## src/hw/rtl/bvd_pkg.sv

```systemverilog
`default_nettype none
package bvd_pkg;

	// operand width the divider is built for
	localparam int DIV_WIDTH = 32;

	// stream payload layout
	localparam int OP_W        = 2;
	localparam int DATA_W      = 32;
	localparam int IN_TDATA_W  = 72;
	localparam int OUT_TDATA_W = 32;

	localparam int OP_LSB  = 0;
	localparam int DVD_LSB = OP_LSB + OP_W;
	localparam int DVS_LSB = DVD_LSB + DATA_W;

	// operation codes
	localparam logic [OP_W-1:0] OP_UDIV = 2'd0;
	localparam logic [OP_W-1:0] OP_SDIV = 2'd1;
	localparam logic [OP_W-1:0] OP_UREM = 2'd2;
	localparam logic [OP_W-1:0] OP_SREM = 2'd3;

	// per-beat control that rides along the cell chain
	typedef struct packed {
		logic rem_sel;  // deliver remainder instead of quotient
		logic neg;      // negate the unsigned result at the end
	} ctl_t;

endpackage
`default_nettype wire

```

## src/hw/rtl/bvd_post.sv

```systemverilog
`default_nettype none
module bvd_post #(
	parameter int WIDTH = bvd_pkg::DIV_WIDTH
) (
	input  wire logic             clk,
	input  wire logic             arst_n,
	input  wire logic             in_valid,
	output      logic             in_ready,
	input  wire bvd_pkg::ctl_t    in_ctl,
	input  wire logic [WIDTH-1:0] in_rem,
	input  wire logic [WIDTH-1:0] in_quo,
	output      logic             out_valid,
	input  wire logic             out_ready,
	output      logic [WIDTH-1:0] out_res
);
	import bvd_pkg::*;

	logic [WIDTH-1:0] mag;
	logic [WIDTH-1:0] res_d;
	logic             valid_q;
	logic [WIDTH-1:0] res_q;

	assign mag   = in_ctl.rem_sel ? in_rem : in_quo;
	assign res_d = in_ctl.neg ? (~mag + WIDTH'(1)) : mag;

	assign in_ready = !valid_q || out_ready;

	always_ff @(posedge clk or negedge arst_n) begin
		if (!arst_n) begin
			valid_q <= 1'b0;
		end else if (in_ready) begin
			valid_q <= in_valid;
		end
	end

	always_ff @(posedge clk) begin
		if (in_ready && in_valid) begin
			res_q <= res_d;
		end
	end

	assign out_valid = valid_q;
	assign out_res   = res_q;

endmodule
`default_nettype wire

```

## config.mk

```make
export PLATFORM = sky130hd
export DESIGN_NAME = bvd_post
export DESIGN_NICKNAME = d
export VERILOG_FILES = /design/src/hw/rtl/bvd_pkg.sv /design/src/hw/rtl/bvd_post.sv
export SDC_FILE = /design/constraint.sdc
export NUM_CORES = 1
export LEC_CHECK = 0
export BUFFER_PORTS_ARGS = -buffer_cell sky130_fd_sc_hd__buf_2
export CAP_MARGIN = 10
export CORE_AREA = 2 2 52 102
export DETAILED_ROUTE_END_ITERATION = 8
export DIE_AREA = 0 0 54 104
export PLACE_DENSITY = 0.94
export RECOVER_POWER = 25
export SYNTH_ARGS = -nofsm -noshare
export SYNTH_HDL_FRONTEND = slang
export SYNTH_SLANG_ARGS = --single-unit
```

## constraint.sdc

```tcl
create_clock -name clk -period 3.5 [get_ports clk]
set_input_delay 0.525 -clock clk [delete_from_list [all_inputs] [get_ports clk]]
set_output_delay 0.525 -clock clk [all_outputs]
set_load 0.01 [all_outputs]
```

# == Yosys cells after proc, flatten, opt, wreduce, memory -nomap -nowiden ==
# Cells that the tools add are included.
# word_totals
register_bits,33
elab_cells,9
out_inout_bits,34
inputBits,70
# op_classes
n_reduce_logical,3
muxes,2
bitwise,1
addsub,1
# ops
op,count
32-bit 2-to-1 mux,2
"32-bit by 1-bit adder with 32-bit output, second input constant",1
32-bit inverter,1
1-bit logical AND,1
1-bit zero test,1
1-bit logical OR,1

# == Longest topological paths before layout ==
# depth
ltp_word,4
depth_mapped,14
mapped_depth_nobuf,6

# == Least setup slack after synthesis ==
# OpenSTA, ideal clock, no wires.
# synth_path
path_kind,input to register
startpoint,in in_ctl[1] in the netlist's numbering
endpoint,reg res_q[28] (netlist: out_res[28]) (data pin)
arrival_time_ns,3.700
n_path_buf,8
setup_ns,0.266
stages,14
required_time_ns,3.234
path_slack_ns,-0.466
cell_sequence,buf_6 > buf_6 > clkbuf_1 > clkbuf_1 > buf_2 > buf_2 > buf_2 > mux2i_1 > ha_1 > o21ai_0 > or4_1 > buf_2 > o41ai_2 > xor2_1
# synth_between
elab_chain_len,4
# synth_rtl
element,line_no,text
start: declaration,bvd_post.sv:9,"input wire bvd_pkg::ctl_t in_ctl,"
32-bit 2-to-1 mux *,bvd_post.sv:23,assign mag = in_ctl.rem_sel ? in_rem : in_quo;
32-bit inverter,bvd_post.sv:24,assign res_d = in_ctl.neg ? (~mag + WIDTH'(1)) : mag;
32-bit by 1-bit adder with 32-bit output,bvd_post.sv:24,
32-bit 2-to-1 mux *,bvd_post.sv:24,
named net res_d[28],bvd_post.sv:19,logic [WIDTH-1:0] res_d;
end signal: assignment,bvd_post.sv:38,res_q <= res_d;
end: declaration,bvd_post.sv:21,logic [WIDTH-1:0] res_q;
# Mark *: on every way through the listed nets, which the timed path passes. The rest lies on a longest branch.
# A chain may end at the register's enable or synchronous reset.

# == Final worst setup path ==
# Ends and elaborated chain as after synthesis.

==> summary.txt <==
Worst setup path
  • Worst setup SP type: primary input
  • CP Buf/Inv Count: 1
  • R2R Path End: out_res[14]$_DFFE_PP_
  • Slowest CP cell: or4_1
  • Crit Path Max Fanout: 27
  • Worst reg2reg path depth: 3
  • Crit-path max cell delay: 0.59 ns
  • CP cell instances: buf_2 > or4b_1 > a221o_1 > or4_1 > o41ai_2 > xor2_1
  • R2R setup slack: 2.16 ns
  • Worst Path Required: roughly 3.5 ns
  • Critical path class: in2reg
  • Largest delay contributor family on the critical path: simple AND/OR/NAND/NOR gates
  • Worst path arrival time: 2.95 ns
  • Critical R2R Launch: out_valid$_DFFE_PN0N_
  • CP Capture Type: flip-flop

Floorplanning
  • Die W: 54 um
  • Site Rows: 36
  • Core footprint: 4860 um2
  • Die area: 5620 um2
  • Starting density of the core: between 40 and 50%
  • IO Pins: 104
  • Die H: 104 um

Routing
  • DR iter-0 viols: 70
  • Vias per inst: roughly 6
  • Drc violations: 0
  • Via count: 2287
  • Detailed Routing Iterations Pass 1: 4
  • DRT antenna net count: 0
  • Routed wire length: 6570 um
  • Routed length per instance: 16.8 um

GRT
  • Gr usage total: 25.3%
  • Vias in the first global route: 2282
  • First-pass GRT wire length: 10400 um
  • Largest net degree at the start of global routing: 33
  • Initial antenna violation count: 0
  • Gr ovfl total: 0

Timing
  • RSZ-0062 raised after global routing: false
  • Max-slew violations: 0
  • Final Cycle Share: 83.1%
  • Post-layout min period: 2.91 ns
  • Achievable Freq: roughly 0.34 GHz
  • Setup WS post-layout: 0.593 ns
  • Endpoints failing setup: 0
  • Setup tns final: 0 ns
  • Rel. slew slack: 63.0%
  • Actual slew at the worst max-slew pin: 0.555 ns
  • Final hold vios: 0
  • Post-Route Skew: between 0.007 and 0.008 ns

Logic synthesis
  • Synth Area in Adders: 0.516%
  • Post-synthesis instance area: 2420 um2
  • Yosys reg bits: 33
  • Post-Synth Simple-Gate Area: between 10% and 20%
  • Yosys Warn Count: 0
  • Post-synthesis area per instance: 10.4 um2
  • Fraction of synthesized area in multiplexers: 13.7%
  • Largest family of logic cells by synthesized area: simple AND/OR/NAND/NOR gates
  • Cells after synthesis: 232
  • Top_reg_cell synth: edfxtp_1
  • Synthesized net count: 303
  • Post-synthesis sequential area ratio: 40.7%
  • Synth Area in XOR/XNOR: a little over a tenth
  • Post-synth EDFFs: 32
  • Async SR Flop Fraction: 3.03%
  • Compound-Gate Fraction of Synth Area: between 10% and 20%
  • Netlist cell types: 38

CTS
  • CTS tree: built
  • Htree depth: 2
  • CTS sink count: 33
  • Worst-path clk slew: 0.07 ns
  • Root Buffer: clkbuf_8
  • Post-cts resize count: 0
  • Skew-Pair Late Insertion Delay: 0.30 ns
  • Clock Path Buffers: 2
  • Total CTS buffers: 5

Flow run
  • Max cap viols: 0

Pwr
  • Sw frac: 28.5%
  • PwrDens: 350 nW/um2
  • Psw: 305 uW
  • Cell Int Power: 767 uW
  • Leak: ~1.3 nW
  • Clock power frac: 30.5%
  • Combinational share of power: 23.9%
  • Sequential share of power: 45.6%
  • Max IR drop VDD: 0.000322 V

Cells and area
  • Final cell count without fillers: between 300 and 400
  • Diode count: 0
  • FILL cells: around 400
  • Area growth, synth to finish: 26.5%
  • Final nets: between 400 and 500
  • Layout cells sized above 1: 30.7%

Place
  • IO buf count: about 100
  • Dpl cells: roughly 380
  • DP Worst Slack: 0.305 ns
  • Hpwl dp: 5140 um
  • Final Wtd Congestion: roughly 0.85

Min path
  • Hold WC Path Type: in2reg
  • Hold Path Sink: out_valid$_DFFE_PN0N_
  • Hold depth: 2
  • Hold Crit Start: in_valid

Run status
  • Status: completed
## what timing repair did
action / 4_1_cts / 5_1_grt
setup buffers: 0 / 0
hold buffers: 1 / 0
hold endpoints to repair: 1 / 0
## kinds of logic after synthesis
logic type | count (synthesis)
AND/OR/NAND/NOR | 77
AO/OA/AOI/OAI | 43
multiplexers | 33
flip-flops | 33
XOR/XNOR | 30
buffers and inverters | 15
adder cells (fa/ha/maj) | 1
## flip-flops by register name (all words and copies together), names as in the netlist
name	count
out_res	32
out_valid	1
## through the flow
step / utilization, % / instance area (um2) / total power [mW] / hold WS [ns]
after floorplan: - / 2440 / 0.646 / 0.229
after global placement: 61.3 / 2980 / 0.746 / 0.300
after detailed placement: 61.3 / 2980 / 0.755 / 0.304
after CTS: 63.6 / 3090 / 1.08 / 0.419
after global routing: 63.0 / 3070 / 1.12 / 0.429
final: 63.0 / 3070 / 1.07 / 0.427
## cell usage after synthesis, types with 3 or more instances
cell / n / share of area, %
clkbuf_1: 6 / 0.93
nor2_1: 12 / 1.9
nand2b_1: 3 / 0.77
o21ai_0: 14 / 2.9
and2_1: 3 / 0.77
xor2_1: 25 / 9.0
nand2_1: 8 / 1.2
mux2i_1: 31 / 13
o41ai_2: 3 / 2.0
a21oi_1: 7 / 1.4
or3b_2: 3 / 1.1
nor3_1: 19 / 3.9
o22ai_1: 4 / 1.0
or3_1: 7 / 1.8
nor3b_1: 11 / 3.4
xnor2_1: 5 / 1.8
o31ai_1: 9 / 2.8
edfxtp_1: 32 / 40
buf_2: 5 / 1.0
## placed cells by master (no fill, tap or decap), types with 8 or more instances in the layout
cell type  count
buf_2         81
edfxtp_1      32
mux2i_1       31
xor2_1        25
clkbuf_1      22
nor3_1        19
o21ai_0       14
nor2_1        12
nor3b_1       11
o31ai_1        9
nand2_1        8
## power by group through the flow
stage                     clock network, mW  logic [mW]  registers, mW
final                                 0.327       0.256          0.489
after CTS                             0.331       0.261          0.488
after detailed placement                  0       0.259          0.497
after floorplan                           0       0.132          0.513
after global routing                  0.348       0.281          0.491
after global placement                    0       0.251          0.495
## worst max-delay path by stage
stage                   start                    end  slack [ns]  cells after the start
global placement    in_ctl[1]  out_res[28]$_DFFE_PP_        0.39                      6
global route        in_ctl[1]  out_res[28]$_DFFE_PP_        0.45                      7
CTS                 in_ctl[1]  out_res[28]$_DFFE_PP_        0.64                      6
detailed placement  in_ctl[1]  out_res[28]$_DFFE_PP_        0.31                      6
floorplan           in_ctl[1]  out_res[28]$_DFFE_PP_        0.02                     14
finish              in_ctl[1]  out_res[28]$_DFFE_PP_        0.59                      6
## layout make-up
class                   instances  area (um2)  area share (%)
clock inverters                 1        5.00           0.163
flip-flops and latches         33         986            32.2
repair buffers                108         541            17.6
well taps                      57        71.3            2.33
multi-input cells             184        1360            44.3
clock buffers                   7        96.3            3.14
inverters                       2        7.51           0.245
## worst register-to-register path: stages, from the launching register on
cell and delay (ns):
dfrtp_1 0.38, nand2b_1 0.11, and2_1 0.13, buf_4 0.36
## metal layers
| layer | up-vias | part of all wire [%] | GRT usage, % |
|---|---|---|---|
| li1 | 1092 | - | - |
| met5 | - | 0 | 0 |
| met2 | 90 | 57 | 45.6 |
| met4 | 0 | 4.7 | 15.2 |
| met1 | 1079 | 33 | 23.9 |
| met3 | 26 | 5.1 | 5.46 |
No activity file was read; power rests on OpenSTA's default activity.
