==> src/hw/rtl/bvd_pkg.sv <==
`default_nettype none
package bvd_pkg;

	// operand width the divider is built for
	localparam int DIV_WIDTH = 32;

	// stream payload layout
	localparam int OP_W        = 2;
	localparam int DATA_W      = 32;
	localparam int IN_TDATA_W  = 72;
	localparam int OUT_TDATA_W = 32;

	localparam int OP_LSB  = 0;
	localparam int DVD_LSB = OP_LSB + OP_W;
	localparam int DVS_LSB = DVD_LSB + DATA_W;

	// operation codes
	localparam logic [OP_W-1:0] OP_UDIV = 2'd0;
	localparam logic [OP_W-1:0] OP_SDIV = 2'd1;
	localparam logic [OP_W-1:0] OP_UREM = 2'd2;
	localparam logic [OP_W-1:0] OP_SREM = 2'd3;

	// per-beat control that rides along the cell chain
	typedef struct packed {
		logic rem_sel;  // deliver remainder instead of quotient
		logic neg;      // negate the unsigned result at the end
	} ctl_t;

endpackage
`default_nettype wire

==> src/hw/rtl/bvd_prep.sv <==
`default_nettype none
module bvd_prep #(
	parameter int WIDTH = bvd_pkg::DIV_WIDTH
) (
	input  wire logic                    clk,
	input  wire logic                    arst_n,
	input  wire logic                    in_valid,
	output      logic                    in_ready,
	input  wire logic [bvd_pkg::OP_W-1:0] in_op,
	input  wire logic [WIDTH-1:0]        in_dvd,
	input  wire logic [WIDTH-1:0]        in_dvs,
	output      logic                    out_valid,
	input  wire logic                    out_ready,
	output      bvd_pkg::ctl_t           out_ctl,
	output      logic [WIDTH-1:0]        out_dvd,
	output      logic [WIDTH-1:0]        out_dvs
);
	import bvd_pkg::*;

	logic             is_signed;
	logic             is_rem;
	logic             dvd_neg;
	logic             dvs_neg;
	ctl_t             ctl_d;
	logic [WIDTH-1:0] dvd_mag;
	logic [WIDTH-1:0] dvs_mag;
	logic             valid_q;
	ctl_t             ctl_q;
	logic [WIDTH-1:0] dvd_q;
	logic [WIDTH-1:0] dvs_q;

	always_comb begin
		unique case (in_op)
			OP_UDIV: begin
				is_signed = 1'b0;
				is_rem    = 1'b0;
			end
			OP_SDIV: begin
				is_signed = 1'b1;
				is_rem    = 1'b0;
			end
			OP_UREM: begin
				is_signed = 1'b0;
				is_rem    = 1'b1;
			end
			OP_SREM: begin
				is_signed = 1'b1;
				is_rem    = 1'b1;
			end
			default: begin
				is_signed = 1'b0;
				is_rem    = 1'b0;
			end
		endcase
	end

	assign dvd_neg = is_signed & in_dvd[WIDTH-1];
	assign dvs_neg = is_signed & in_dvs[WIDTH-1];
	assign dvd_mag = dvd_neg ? (~in_dvd + WIDTH'(1)) : in_dvd;
	assign dvs_mag = dvs_neg ? (~in_dvs + WIDTH'(1)) : in_dvs;

	// remainder follows the dividend, quotient the sign product
	assign ctl_d.rem_sel = is_rem;
	assign ctl_d.neg     = is_rem ? dvd_neg : (dvd_neg ^ dvs_neg);

	assign in_ready = !valid_q || out_ready;

	always_ff @(posedge clk or negedge arst_n) begin
		if (!arst_n) begin
			valid_q <= 1'b0;
		end else if (in_ready) begin
			valid_q <= in_valid;
		end
	end

	always_ff @(posedge clk) begin
		if (in_ready && in_valid) begin
			ctl_q <= ctl_d;
			dvd_q <= dvd_mag;
			dvs_q <= dvs_mag;
		end
	end

	assign out_valid = valid_q;
	assign out_ctl   = ctl_q;
	assign out_dvd   = dvd_q;
	assign out_dvs   = dvs_q;

endmodule
`default_nettype wire

==> config.mk <==
export PLATFORM = sky130hd
export DESIGN_NAME = bvd_prep
export DESIGN_NICKNAME = d
export VERILOG_FILES = /design/src/hw/rtl/bvd_pkg.sv /design/src/hw/rtl/bvd_prep.sv
export SDC_FILE = /design/constraint.sdc
export NUM_CORES = 1
export LEC_CHECK = 0
export ABC_AREA = 1
export CAP_MARGIN = 30
export CORE_MARGIN = 2
export CORE_UTILIZATION = 51
export DETAILED_ROUTE_END_ITERATION = 10
export DONT_BUFFER_PORTS = 1
export PLACE_DENSITY_LB_ADDON = 0.1
export SETUP_SLACK_MARGIN = 0.1
export SYNTH_ARGS = -nofsm -noshare
export SYNTH_HDL_FRONTEND = slang
export SYNTH_SLANG_ARGS = --single-unit
export TNS_END_PERCENT = 30
==> constraint.sdc <==
create_clock -name clk -period 6 [get_ports clk]
set_input_delay 0.3 -clock clk [delete_from_list [all_inputs] [get_ports clk]]
set_output_delay 0.3 -clock clk [all_outputs]
set_load 0.005 [all_outputs]
# [Word-level counts from Yosys, hierarchy flattened]
# Cells that the tools add are included.
[classes] n_reduce_logical=8 mux=5 n_bitwise=5 n_eq_ne=3 add_sub_neg=2
[op_table] op="$add 32x1->32 const B" n=2
[op_table] op="$mux 32" n=2
[op_table] op="$not 32->32" n=2
[op_table] op="$reduce_or 2->1" n=4
[op_table] op="$eq 2x2->1 const B" n=2
[op_table] op="$pmux 1 s2" n=2
[op_table] op="$and 1x1->1" n=2
[op_table] op="$eq 2x1->1 const B" n=1
[op_table] op="$logic_not 2->1" n=1
[op_table] op="$logic_and 1x1->1" n=1
[op_table] op="$logic_not 1->1" n=1
[op_table] op="$logic_or 1x1->1" n=1
[op_table] op="$mux 1" n=1
[op_table] op="$xor 1x1->1" n=1
[word_totals] wordCells=28 inputBits=70 output_inout_bits=68 register_bits=67

# [Logic depth before layout (Yosys ltp)]
[logic_depth] ltp_word=6 ltp_mapped=10 mapped_depth_nobuf=10

# [Worst setup path after synthesis]
# OpenSTA, ideal clock, no wires.
[synth_path] kind="reg-to-reg" startpoint="reg valid_q (netlist: out_valid)" endpoint="reg ctl_q, in the netlist out_ctl[0], enable pin" n_path_buf=0 required_ps=5488 stages_incl_launch_ff=2 arrival_time_ps=3634 slack_ps=1854 setup_time_ps=512 synth_period_minus_slack_ps=4146 path_cell_list="dfrtp_1 -> a21oi_1"
[synth_via] elab_chain_cells=3
[synth_lines] item="from (decl)" line_no="bvd_prep.sv:27" source="logic valid_q;"
[synth_lines] item="from (signal assigned)" line_no="bvd_prep.sv:72" source="valid_q <= in_valid;"
[synth_lines] item="$logic_not 1->1" line_no="bvd_prep.sv:66" source="assign in_ready = !valid_q || out_ready;"
[synth_lines] item="$logic_or 1x1->1" line_no="bvd_prep.sv:66"
[synth_lines] item="$logic_and 1x1->1" line_no="bvd_prep.sv:77" source="if (in_ready && in_valid) begin"
[synth_lines] item="to (signal assigned)" line_no="bvd_prep.sv:78" source="ctl_q <= ctl_d;"
[synth_lines] item="to (decl)" line_no="bvd_prep.sv:28" source="ctl_t ctl_q;"
# No other way between the ends.
# A chain may end at the register's enable or synchronous reset.

# [Worst setup path after layout]
[layout_path] startpoint="reg valid_q (netlist: out_valid)" endpoint="reg dvd_q[9] (netlist: out_dvd[9]), enable pin"
[layout_via] elab_chain_cells=3
[layout_lines] item="$logic_not 1->1" line_no="bvd_prep.sv:66"
[layout_lines] item="$logic_or 1x1->1" line_no="bvd_prep.sv:66"
[layout_lines] item="$logic_and 1x1->1" line_no="bvd_prep.sv:77"
[layout_lines] item="to (signal assigned)" line_no="bvd_prep.sv:79" source="dvd_q <= dvd_mag;"
[layout_lines] item="to (decl)" line_no="bvd_prep.sv:29" source="logic [WIDTH-1:0] dvd_q;"
# No other way between the ends.

==> out/results.txt <==
status: finished, final reports clean
Clock Power Share: 35.2%
final setup vio count: 0
Peak VDD IR: 0.1245 mV
die area: 8542 um2
via count: 3209
leakage dissipation: 1.777 nW
Tot GR Track Use: 23.48%
Sinks on Clock Net: 67
PostCTS Resize Cnt: 0
dominant synthesized flop cell: edfxtp_1
Yosys cell types: 27
synth warn: 0
number of antenna diodes: 0
Internal: 0.0008089 W
Max FO, Critical Path: 66
Die Ht: 92.43 um
Yosys reg bits: 67
CTS tree: done
vias per cell: 5.278
critical-path cell list: a21oi_4 -> buf_4
post-synth design cell area: 3988 um2
Setup crit end kind: flop
# Max-Cap Violations: 0
Setup crit start kind: flop
Worst Skew: 0.006607 ns
hold path start: in_dvs[0]
GRT overflow: 0
vias in the first global route: 3264
Slew @ Worst Pin: 0.8140 ns
period utilization: 27.73%
Hold Crit Depth: 0
CP arrival: 1.64 ns
RSZ-0062 raised after global routing: no
first-pass GRT wire length: 15550 um
largest net degree at the start of global routing: 67
Syn Inst Count: 495
slowest CP cell: buf_4
row cnt: 32
CTS buffer count: 9
die width: 92.43 um
antenna violations before repair: 0
CP max stage delay: 0.64 ns
worst path bufs/invs: 1
CTS Root Cell: clkbuf_8
Post-synth EDFFs: 66
Routability Congestion: 1.005
layout cell share with drive strength beyond 1: 6.522%
Hold Crit Endpoint: out_dvs[0]
most instantiated cells after synthesis: nand2_1 (153), nor2_1 (96), edfxtp_1 (66), inv_1 (48), nand3_1 (42)
top-count cell post-synth: nand2_1
WL final: 9467 um
Final Max Slew Viols: 0
Ports: 138
Min Clock Period, post-route: 1.664 ns
critical path class: reg2reg
Area Overhead vs Synth: 8.095%
H-tree depth: 3
leading area contributor after synthesis: edfxtp_1
Hold Path Class: in2reg
first-pass iteration count of the detailed router: 4
clk buf depth: 2
synth top area cells: edfxtp_1 (50%), nand2_1 (14%), nor2_1 (9.0%), nand3_1 (5.3%), inv_1 (4.5%)
asr flop ratio synth: 1.493%
Slew headroom: 45.74%
Critical Path RT: 5.98 ns
Crit path max-delay family: buffers and inverters
Routed Antenna Nets: 0
hpwl dp: 7399 um
share of power burned in registers: 53.1%
initial core utilization: 52.14%
combinational share of power: 11.7%
post-synth top area share: 49.70%
IO buf count: 0
starting DRC count in detailed routing: 126
critical register-to-register path endpoint: out_dvd[9]
R2R Setup Slk: 4.34 ns
drt drc: 0
postcts setup bufs: 0
Syn Nets: 567
Setup TNS: 0 ns
Mean Syn Cell Area: 8.056 um2
worst r2r src: out_valid
Core ar.: 7647 um2
R2R depth: 2
Achievable Freq: 601.1 MHz
Sw Pwr: 0.0002840 W
sequential area share after synthesis: 50.33%
DP Worst Slack: 4.286 ns
Design Area, Final: 4310 um2
drt wl/cell: 15.57 um
Final Hold Viols: 0
Nets: 573
PwrDens: 253.6 nW/um2
Post-Route Utilization: 56.36%
clock slew at reported path FFs: 0.08 ns
final worst slack: 4.336 ns
Sw Ratio: 25.99%
dpl cell area: 4098 um2
clk_lat worst skew: 0.35 ns
-- how the worst max path moves through the flow --
stage | endpoint | start | slack, ns | depth (start not counted)
floorplan | out_ctl[0] | out_valid | 1.85 | 1
global placement | out_dvd[27] | in_dvd[31] | 4.35 | 8
detailed placement | out_dvd[27] | in_dvd[31] | 4.29 | 7
CTS | out_dvd[23] | out_valid | 4.33 | 2
global route | out_dvd[24] | out_valid | 4.25 | 2
finish | out_dvd[9] | out_valid | 4.34 | 2
-- logic make-up after synthesis --
| group | count (synthesis) | share of synthesized area [%] |
|---|---|---|
| buffers and inverters | 57 | 5.616 |
| adders and majority gates | 2 | 0.6274 |
| AOI/OAI and AO/OA | 31 | 4.895 |
| xor gates and xnor gates | 32 | 7.029 |
| and+or+nand+nor | 306 | 31.50 |
| DFF | 67 | 50.33 |
-- cells in the final DEF (no fill, tap or decap), types with 4 or more instances in the layout --
master	n
xnor2_1	12
nand3_1	42
xor2_1	20
clkbuf_8	10
edfxtp_1	66
nor2_1	96
inv_1	48
nand4_1	6
a21oi_1	4
o21ai_0	14
nand2_1	153
-- flip-flops by register name, summed over array words and instances (netlist names) --
name	cells
out_dvd	32
out_ctl	2
out_valid	1
out_dvs	32
-- through the flow --
step	total power [W]	hold slack, ns	std cells
after floorplan	0.0006914	0.004409	495
after global placement	0.0007163	0.004436	591
after detailed placement	0.0007200	0.004471	591
after CTS	0.001106	0.02616	608
after global routing	0.001148	0.02263	608
final	0.001093	0.04023	608
-- metal layers --
layer | track usage [%] | wire [um] | up-vias
li1 | - | - | 1612
met1 | 25.72 | 3532 | 1457
met2 | 41.79 | 4826 | 117
met3 | 6.672 | 818 | 23
met4 | 11.07 | 290 | 0
met5 | 0 | 0 | -
-- area by class of cell --
class	instances	area, um2
flip-flops and latches	67	2007
inverters	50	187.7
clock inverters	6	65.06
fillers	725	3337
well taps	102	127.6
clock buffers	10	137.6
multi-input cells	371	1768
repair buffers	2	17.52
-- power groups by stage --
| stage | clock network, W | registers, W | logic [W] |
|---|---|---|---|
| after global placement | 0 | 0.000591 | 0.000125 |
| after global routing | 0.000416 | 0.000583 | 0.000149 |
| after CTS | 0.000395 | 0.000581 | 0.000129 |
| after detailed placement | 0 | 0.000591 | 0.000129 |
| after floorplan | 0 | 0.000587 | 0.000104 |
| final | 0.000385 | 0.000580 | 0.000128 |
-- repair_timing --
item | CTS | global route
endpoints found under the setup margin | 0 | 0
hold buffers | 1 | 0
endpoints found under the hold margin | 1 | 0
(Power assumes the default switching activity.)
