==> src/hw/rtl/bvd_pkg.sv <==
`default_nettype none
package bvd_pkg;

	// operand width the divider is built for
	localparam int DIV_WIDTH = 32;

	// stream payload layout
	localparam int OP_W        = 2;
	localparam int DATA_W      = 32;
	localparam int IN_TDATA_W  = 72;
	localparam int OUT_TDATA_W = 32;

	localparam int OP_LSB  = 0;
	localparam int DVD_LSB = OP_LSB + OP_W;
	localparam int DVS_LSB = DVD_LSB + DATA_W;

	// operation codes
	localparam logic [OP_W-1:0] OP_UDIV = 2'd0;
	localparam logic [OP_W-1:0] OP_SDIV = 2'd1;
	localparam logic [OP_W-1:0] OP_UREM = 2'd2;
	localparam logic [OP_W-1:0] OP_SREM = 2'd3;

	// per-beat control that rides along the cell chain
	typedef struct packed {
		logic rem_sel;  // deliver remainder instead of quotient
		logic neg;      // negate the unsigned result at the end
	} ctl_t;

endpackage
`default_nettype wire

==> src/hw/rtl/bvd_cell.sv <==
`default_nettype none
module bvd_cell #(
	parameter int WIDTH = bvd_pkg::DIV_WIDTH
) (
	input  wire logic             clk,
	input  wire logic             arst_n,
	input  wire logic             in_valid,
	output      logic             in_ready,
	input  wire bvd_pkg::ctl_t    in_ctl,
	input  wire logic [WIDTH-1:0] in_rem,
	input  wire logic [WIDTH-1:0] in_quo,
	input  wire logic [WIDTH-1:0] in_dvs,
	output      logic             out_valid,
	input  wire logic             out_ready,
	output      bvd_pkg::ctl_t    out_ctl,
	output      logic [WIDTH-1:0] out_rem,
	output      logic [WIDTH-1:0] out_quo,
	output      logic [WIDTH-1:0] out_dvs
);
	import bvd_pkg::*;

	logic [WIDTH+1:0] diff;
	logic             fits;
	logic [WIDTH-1:0] rem_d;
	logic [WIDTH-1:0] quo_d;
	logic             valid_q;
	ctl_t             ctl_q;
	logic [WIDTH-1:0] rem_q;
	logic [WIDTH-1:0] quo_q;
	logic [WIDTH-1:0] dvs_q;

	// one restoring step: shift in the next dividend bit, try the subtract
	assign diff  = {1'b0, in_rem, in_quo[WIDTH-1]} - {2'b00, in_dvs};
	assign fits  = !diff[WIDTH+1];
	assign rem_d = fits ? diff[WIDTH-1:0] : {in_rem[WIDTH-2:0], in_quo[WIDTH-1]};
	assign quo_d = {in_quo[WIDTH-2:0], fits};

	assign in_ready = !valid_q || out_ready;

	always_ff @(posedge clk or negedge arst_n) begin
		if (!arst_n) begin
			valid_q <= 1'b0;
		end else if (in_ready) begin
			valid_q <= in_valid;
		end
	end

	always_ff @(posedge clk) begin
		if (in_ready && in_valid) begin
			ctl_q <= in_ctl;
			rem_q <= rem_d;
			quo_q <= quo_d;
			dvs_q <= in_dvs;
		end
	end

	assign out_valid = valid_q;
	assign out_ctl   = ctl_q;
	assign out_rem   = rem_q;
	assign out_quo   = quo_q;
	assign out_dvs   = dvs_q;

endmodule
`default_nettype wire

==> config.mk <==
export PLATFORM = sky130hd
export DESIGN_NAME = bvd_cell
export DESIGN_NICKNAME = d
export VERILOG_FILES = /design/src/hw/rtl/bvd_pkg.sv /design/src/hw/rtl/bvd_cell.sv
export SDC_FILE = /design/constraint.sdc
export NUM_CORES = 1
export LEC_CHECK = 0
export BUFFER_PORTS_ARGS = -buffer_cell sky130_fd_sc_hd__clkbuf_2
export CORE_MARGIN = 3
export CORE_UTILIZATION = 50
export CTS_BUF_LIST = sky130_fd_sc_hd__clkbuf_16
export DETAILED_ROUTE_END_ITERATION = 7
export MAX_ROUTING_LAYER = met4
export PLACE_DENSITY = 0.79
export REMOVE_ABC_BUFFERS = 1
export SLEW_MARGIN = 10
export SYNTH_ARGS = -nofsm -noshare
export SYNTH_HDL_FRONTEND = slang
export SYNTH_SLANG_ARGS = --single-unit
==> constraint.sdc <==
create_clock -name clk -period 4.2 [get_ports clk]
set_input_delay 0.63 -clock clk [delete_from_list [all_inputs] [get_ports clk]]
set_output_delay 0.63 -clock clk [all_outputs]
set_load 0.1 [all_outputs]
Word level (Yosys, flattened, before mapping)

Cells that the tools add are included.

Add/sub/neg operators: 1
Mux-type cells: 1
Reductions and logical operators: 4

Operators with widths:

| kind                                           | count |
|---|---|
| 33-bit by 32-bit subtractor with 34-bit output | 1 |
| 32-bit two-way mux                             | 1 |
| 1-bit zero test                                | 2 |
| 1-bit logical AND                              | 1 |
| 1-bit logical OR                               | 1 |

Register bits after elaboration: 99
Input bits: 102
Output and inout bits: 100
Logic and storage cells: 12

Depth between registers and ports, before layout

Depth after elaboration: 3
Gate-level depth with buffers: 12
Mapped depth without buffers: 12

Worst setup path after synthesis

OpenSTA, ideal clock, no wires.

Path kind: register to register
From: register valid_q, in the netlist out_valid
To: register ctl_q, in the netlist out_ctl[0] (enable)
Arrival: 4.046 ns
Slack: -0.313 ns
Stages on the path, launching flop included: 3
Buffers on the path: 0
Path through: dfrtp_1 -> nand2b_1 -> and2_1

Cells in the longest elaborated chain, start to end: 3

Ends and longest elaborated chain:

| what                     | line           | RTL |
|---|---|---|
| start: declaration       | bvd_cell.sv:26 | `logic valid_q;` |
| start signal: assignment | bvd_cell.sv:44 | `valid_q <= in_valid;` |
| 1-bit zero test          | bvd_cell.sv:38 | `assign in_ready = !valid_q \|\| out_ready;` |
| 1-bit logical OR         | bvd_cell.sv:38 |  |
| named net in_ready       | bvd_cell.sv:8  | `output logic in_ready,` |
| 1-bit logical AND        | bvd_cell.sv:49 | `if (in_ready && in_valid) begin` |
| end signal: assignment   | bvd_cell.sv:50 | `ctl_q <= in_ctl;` |
| end: declaration         | bvd_cell.sv:27 | `ctl_t ctl_q;` |

The timed path passes the listed nets, and every way through them passes these cells.
A chain may end at the register's enable or synchronous reset.

Worst setup path after layout

From: input port in_quo[31]
To: register rem_q[28], in the netlist out_rem[28] (data pin)

Cells in the longest elaborated chain, start to end: 2

Ends and longest elaborated chain:

| what                                           | line           | RTL |
|---|---|---|
| start: declaration                             | bvd_cell.sv:11 | `input wire logic [WIDTH-1:0] in_quo,` |
| 33-bit by 32-bit subtractor with 34-bit output | bvd_cell.sv:33 | `assign diff = {1'b0, in_rem, in_quo[WIDTH-1]} - {2'b00, in_dvs};` |
| 32-bit two-way mux                             | bvd_cell.sv:35 | `assign rem_d = fits ? diff[WIDTH-1:0] : {in_rem[WIDTH-2:0], in_quo[WIDTH-1]};` |
| named net rem_d[28]                            | bvd_cell.sv:24 | `logic [WIDTH-1:0] rem_d;` |
| end signal: assignment                         | bvd_cell.sv:51 | `rem_q <= rem_d;` |
| end: declaration                               | bvd_cell.sv:28 | `logic [WIDTH-1:0] rem_q;` |

The timed path passes the listed nets, and every way through them passes these cells.

==> summary.md <==
| Metric | Value |
|---|---|
| Status | complete, no violations |
| Xor/xnor cell area share of the yosys netlist | 3.888% |
| Worst min-delay path class | in2async |
| Post-route cell area | 0.006822 mm² |
| Static Leak | 0.003136 µW |
| Routed Antenna Nets | 0 |
| Clk buf depth | 2 |
| Via count | 4099 |
| Reg2reg start | out_valid$_DFFE_PN0N_ |
| Async SR Flop Fraction | 1.010% |
| Critical Path RT | 4.29 ns |
| Largest family of logic cells by synthesized area | compound AO/OA/AOI/OAI gates |
| Crit-path max cell delay | 0.47 ns |
| Area occupied by multi-input gates | 0.002220 mm² |
| Total track usage | 21.39% |
| Endpoints failing setup | 0 |
| Worst-Skew Late Latency | 0.34 ns |
| Worst-margin pin slew | 0.6052 ns |
| Fmax achieved | 298.1 MHz |
| Die area | 0.01210 mm² |
| Most used DFF post-synth | edfxtp_1 |
| CP Max Fanout | 4 |
| FF-to-FF path depth | 3 |
| RD Place Congestion | 0.8992 |
| # hold bufs at CTS | 0 |
| Commonest non-fill, non-tap cell in the layout | clkbuf_2 |
| Clock transition at path regs | 0.07 ns |
| Startpoint types | input port |
| Core area | 0.01042 mm² |
| Area contributors post-synth | edfxtp_1, ha_1, mux2_4 |
| Clock power frac | 25.1% |
| Root Driver | clkbuf_16 |
| Sum of negative setup slack | 0 ns |
| Int Pwr | 1887 µW |
| CP Launch Point | in_quo[31] |
| RSZ-0062 raised after global routing | false |
| Cell repeated most along the worst path | inv_1 |
| DP HPWL | 10.16 mm |
| Register area | 0.002968 mm² |
| TritonRoute pass-1 iters | 5 |
| Die Y | 110.0 µm |
| Skew final | 0.008843 ns |
| Synth Area in Compound Gates | 12.87% |
| Library cells used by synthesis | 58 |
| Multiplexer area fraction after synthesis | 8.378% |
| Site Rows | 37 |
| Area post-placement | 0.006544 mm² |
| First-pass GRT wire length | 19.52 mm |
| Switch Pwr | 1181 µW |
| Number of buffers created by CTS | 9 |
| Vias/cell | 5.303 |
| Io pins | 202 |
| Avg Cell Area, Syn | 12.81 µm² |
| N_diodes | 0 |
| Synth Area in Adders | 7.776% |
| Slew Limit Headroom | 59.31% |
| Final worst path period need | 3.354 ns |
| Slew Viols, Final | 0 |
| Total grt overflow | 0 |
| Setup WS post-layout | 0.8456 ns |
| Switching Share | 38.49% |
| Max IR drop VDD | 0.0002650 V |
| CTS tree | built |
| YS warnings | 0 |
| Critical path type | in2reg |
| Critical Path AT | 3.44 ns |
| Top-area cell type share of the netlist area | 54.43% |
| Final #Nets | 767 |
| Post-Place Worst Slack | 0.5031 ns |
| Simple logic cell fraction of the synthesized area | 8.100% |
| CP Capture Type | register |
| Vias in the first global route | 4040 |
| Most frequent cells in the layout | clkbuf_2, edfxtp_1, inv_1 |
| Layout cell share with drive strength beyond 1 | 41.29% |
| Largest net degree at the start of global routing | 45 |
| Routed WL | 12.74 mm |
| Syn Inst Count | 422 |
| CTS resizes | 0 |
| Post-synth EDFFs | 98 |
| Area delta synth->final | 26.17% |
| Initial DRC Count | 310 |
| Starting Density | 51.90% |
| Flops & latches, synth | 99 |
| Crit path cell chain | clkbuf_2 -> inv_1 -> ha_1 -> inv_1 -> fa_1 -> a211oi_1 -> o211a_1 -> o31ai_1 -> o41a_1 -> a41oi_2 -> o21ai_0 -> a21boi_0 -> mux2_4 |
| Wire length per cell | 16.48 µm |
| Power density cells | 449.7 mW/mm² |
| Synth area leader | edfxtp_1 |
| Port bufs | 201 |
| H-tree Lvls | 3 |
| Seq/Total Area, Yosys | 54.89% |
| DR DRC count | 0 |
| Number of fill cells | 823 |
| Clock sink count | 99 |
| Initial antenna violation count | 0 |
| Hold Vio Cnt, Final | 0 |
| Max-cap violations | 0 |
| Slowest cell on crit path | o41a_1 |
| Crit share post-route | 79.87% |
| Combinational share of power | 35.6% |
| DIE WIDTH | 110.0 µm |
| Cell Area, Synth | 0.005406 mm² |
| Part of the power in registers | 39.3% |
| Setup bufs post-CTS | 0 |
[cell type report]
class / instances / area share [%]
inverter: 40 / 2.201
clock inverter: 7 / 0.7704
sequential: 99 / 43.51
multi-input combinational: 277 / 32.54
tap: 136 / 2.494
timing repair buffer: 205 / 15.19
clock buffer: 9 / 3.302
[synthesized netlist by cell type, types with 7 or more instances]
| library cell | number |
|---|---|
| xor2_1 | 7 |
| nand2_1 | 24 |
| o21ai_0 | 17 |
| inv_1 | 40 |
| a21oi_1 | 29 |
| nand2b_1 | 7 |
| xnor2_1 | 17 |
| nor3_1 | 9 |
| mux2_4 | 26 |
| ha_1 | 32 |
| edfxtp_1 | 98 |
| a21o_1 | 7 |
| nor2_1 | 16 |
[registers in the layout, summed over array words and instances (netlist names)]
signal and flops:
out_ctl 2, out_dvs 32, out_quo 32, out_rem 32, out_valid 1
[metrics by stage]
| step | instances | util, % | power (µW) | hold WS [ns] |
|---|---|---|---|---|
| 2_1_floorplan | 416 | - | 2117 | 0.3344 |
| 3_3_place_gp | 757 | 62.82 | 2296 | 0.4049 |
| 3_5_place_dp | 757 | 62.82 | 2317 | 0.4101 |
| 4_1_cts | 773 | 65.49 | 3083 | 0.04474 |
| 5_1_grt | 773 | 65.49 | 3192 | 0.03862 |
| 6_report | 773 | 65.49 | 3068 | 0.05278 |
[critical path: cells and delay by family]
kind                     cells  cell delay [ns]
AO/OA/AOI/OAI                7             1.74
adder cells (fa/ha/maj)      2             0.59
multiplexers                 1             0.28
buffers and inverters        3             0.21
[layer usage]
layer	GRT usage [%]	up-vias	part of all wire [%]
met5	-	-	0
met4	6.946	0	1.3
met3	2.796	12	6.8
met2	37.22	168	51
met1	25.83	1923	41
li1	-	1996	-
[cells by family after synthesis]
logic type / count (synthesis)
adder cells (fa/ha/maj): 33
buffers and inverters: 46
multiplexers: 32
XOR/XNOR: 24
AO/OA/AOI/OAI: 102
flip-flops: 99
AND/OR/NAND/NOR: 86
[power groups by stage]
stage | registers [µW] | clock network [µW] | logic, µW
2_1_floorplan | 1740 | 0 | 381
3_3_place_gp | 1220 | 0 | 1070
3_5_place_dp | 1230 | 0 | 1090
4_1_cts | 1210 | 783 | 1090
5_1_grt | 1210 | 829 | 1150
6_report | 1200 | 771 | 1090
[final timing paths]
path / slack [ns] / endpoint
max reg2reg: 2.31 / out_quo[17]$_DFFE_PP_
min in group clk: 0.46 / out_quo[22]$_DFFE_PP_
min reg2reg: 0.58 / out_valid$_DFFE_PN0N_
max: 0.85 / out_rem[28]$_DFFE_PP_
max in group asynchronous: 4.06 / out_valid$_DFFE_PN0N_
min: 0.05 / out_valid$_DFFE_PN0N_
Power figures use the tool's default switching activity.
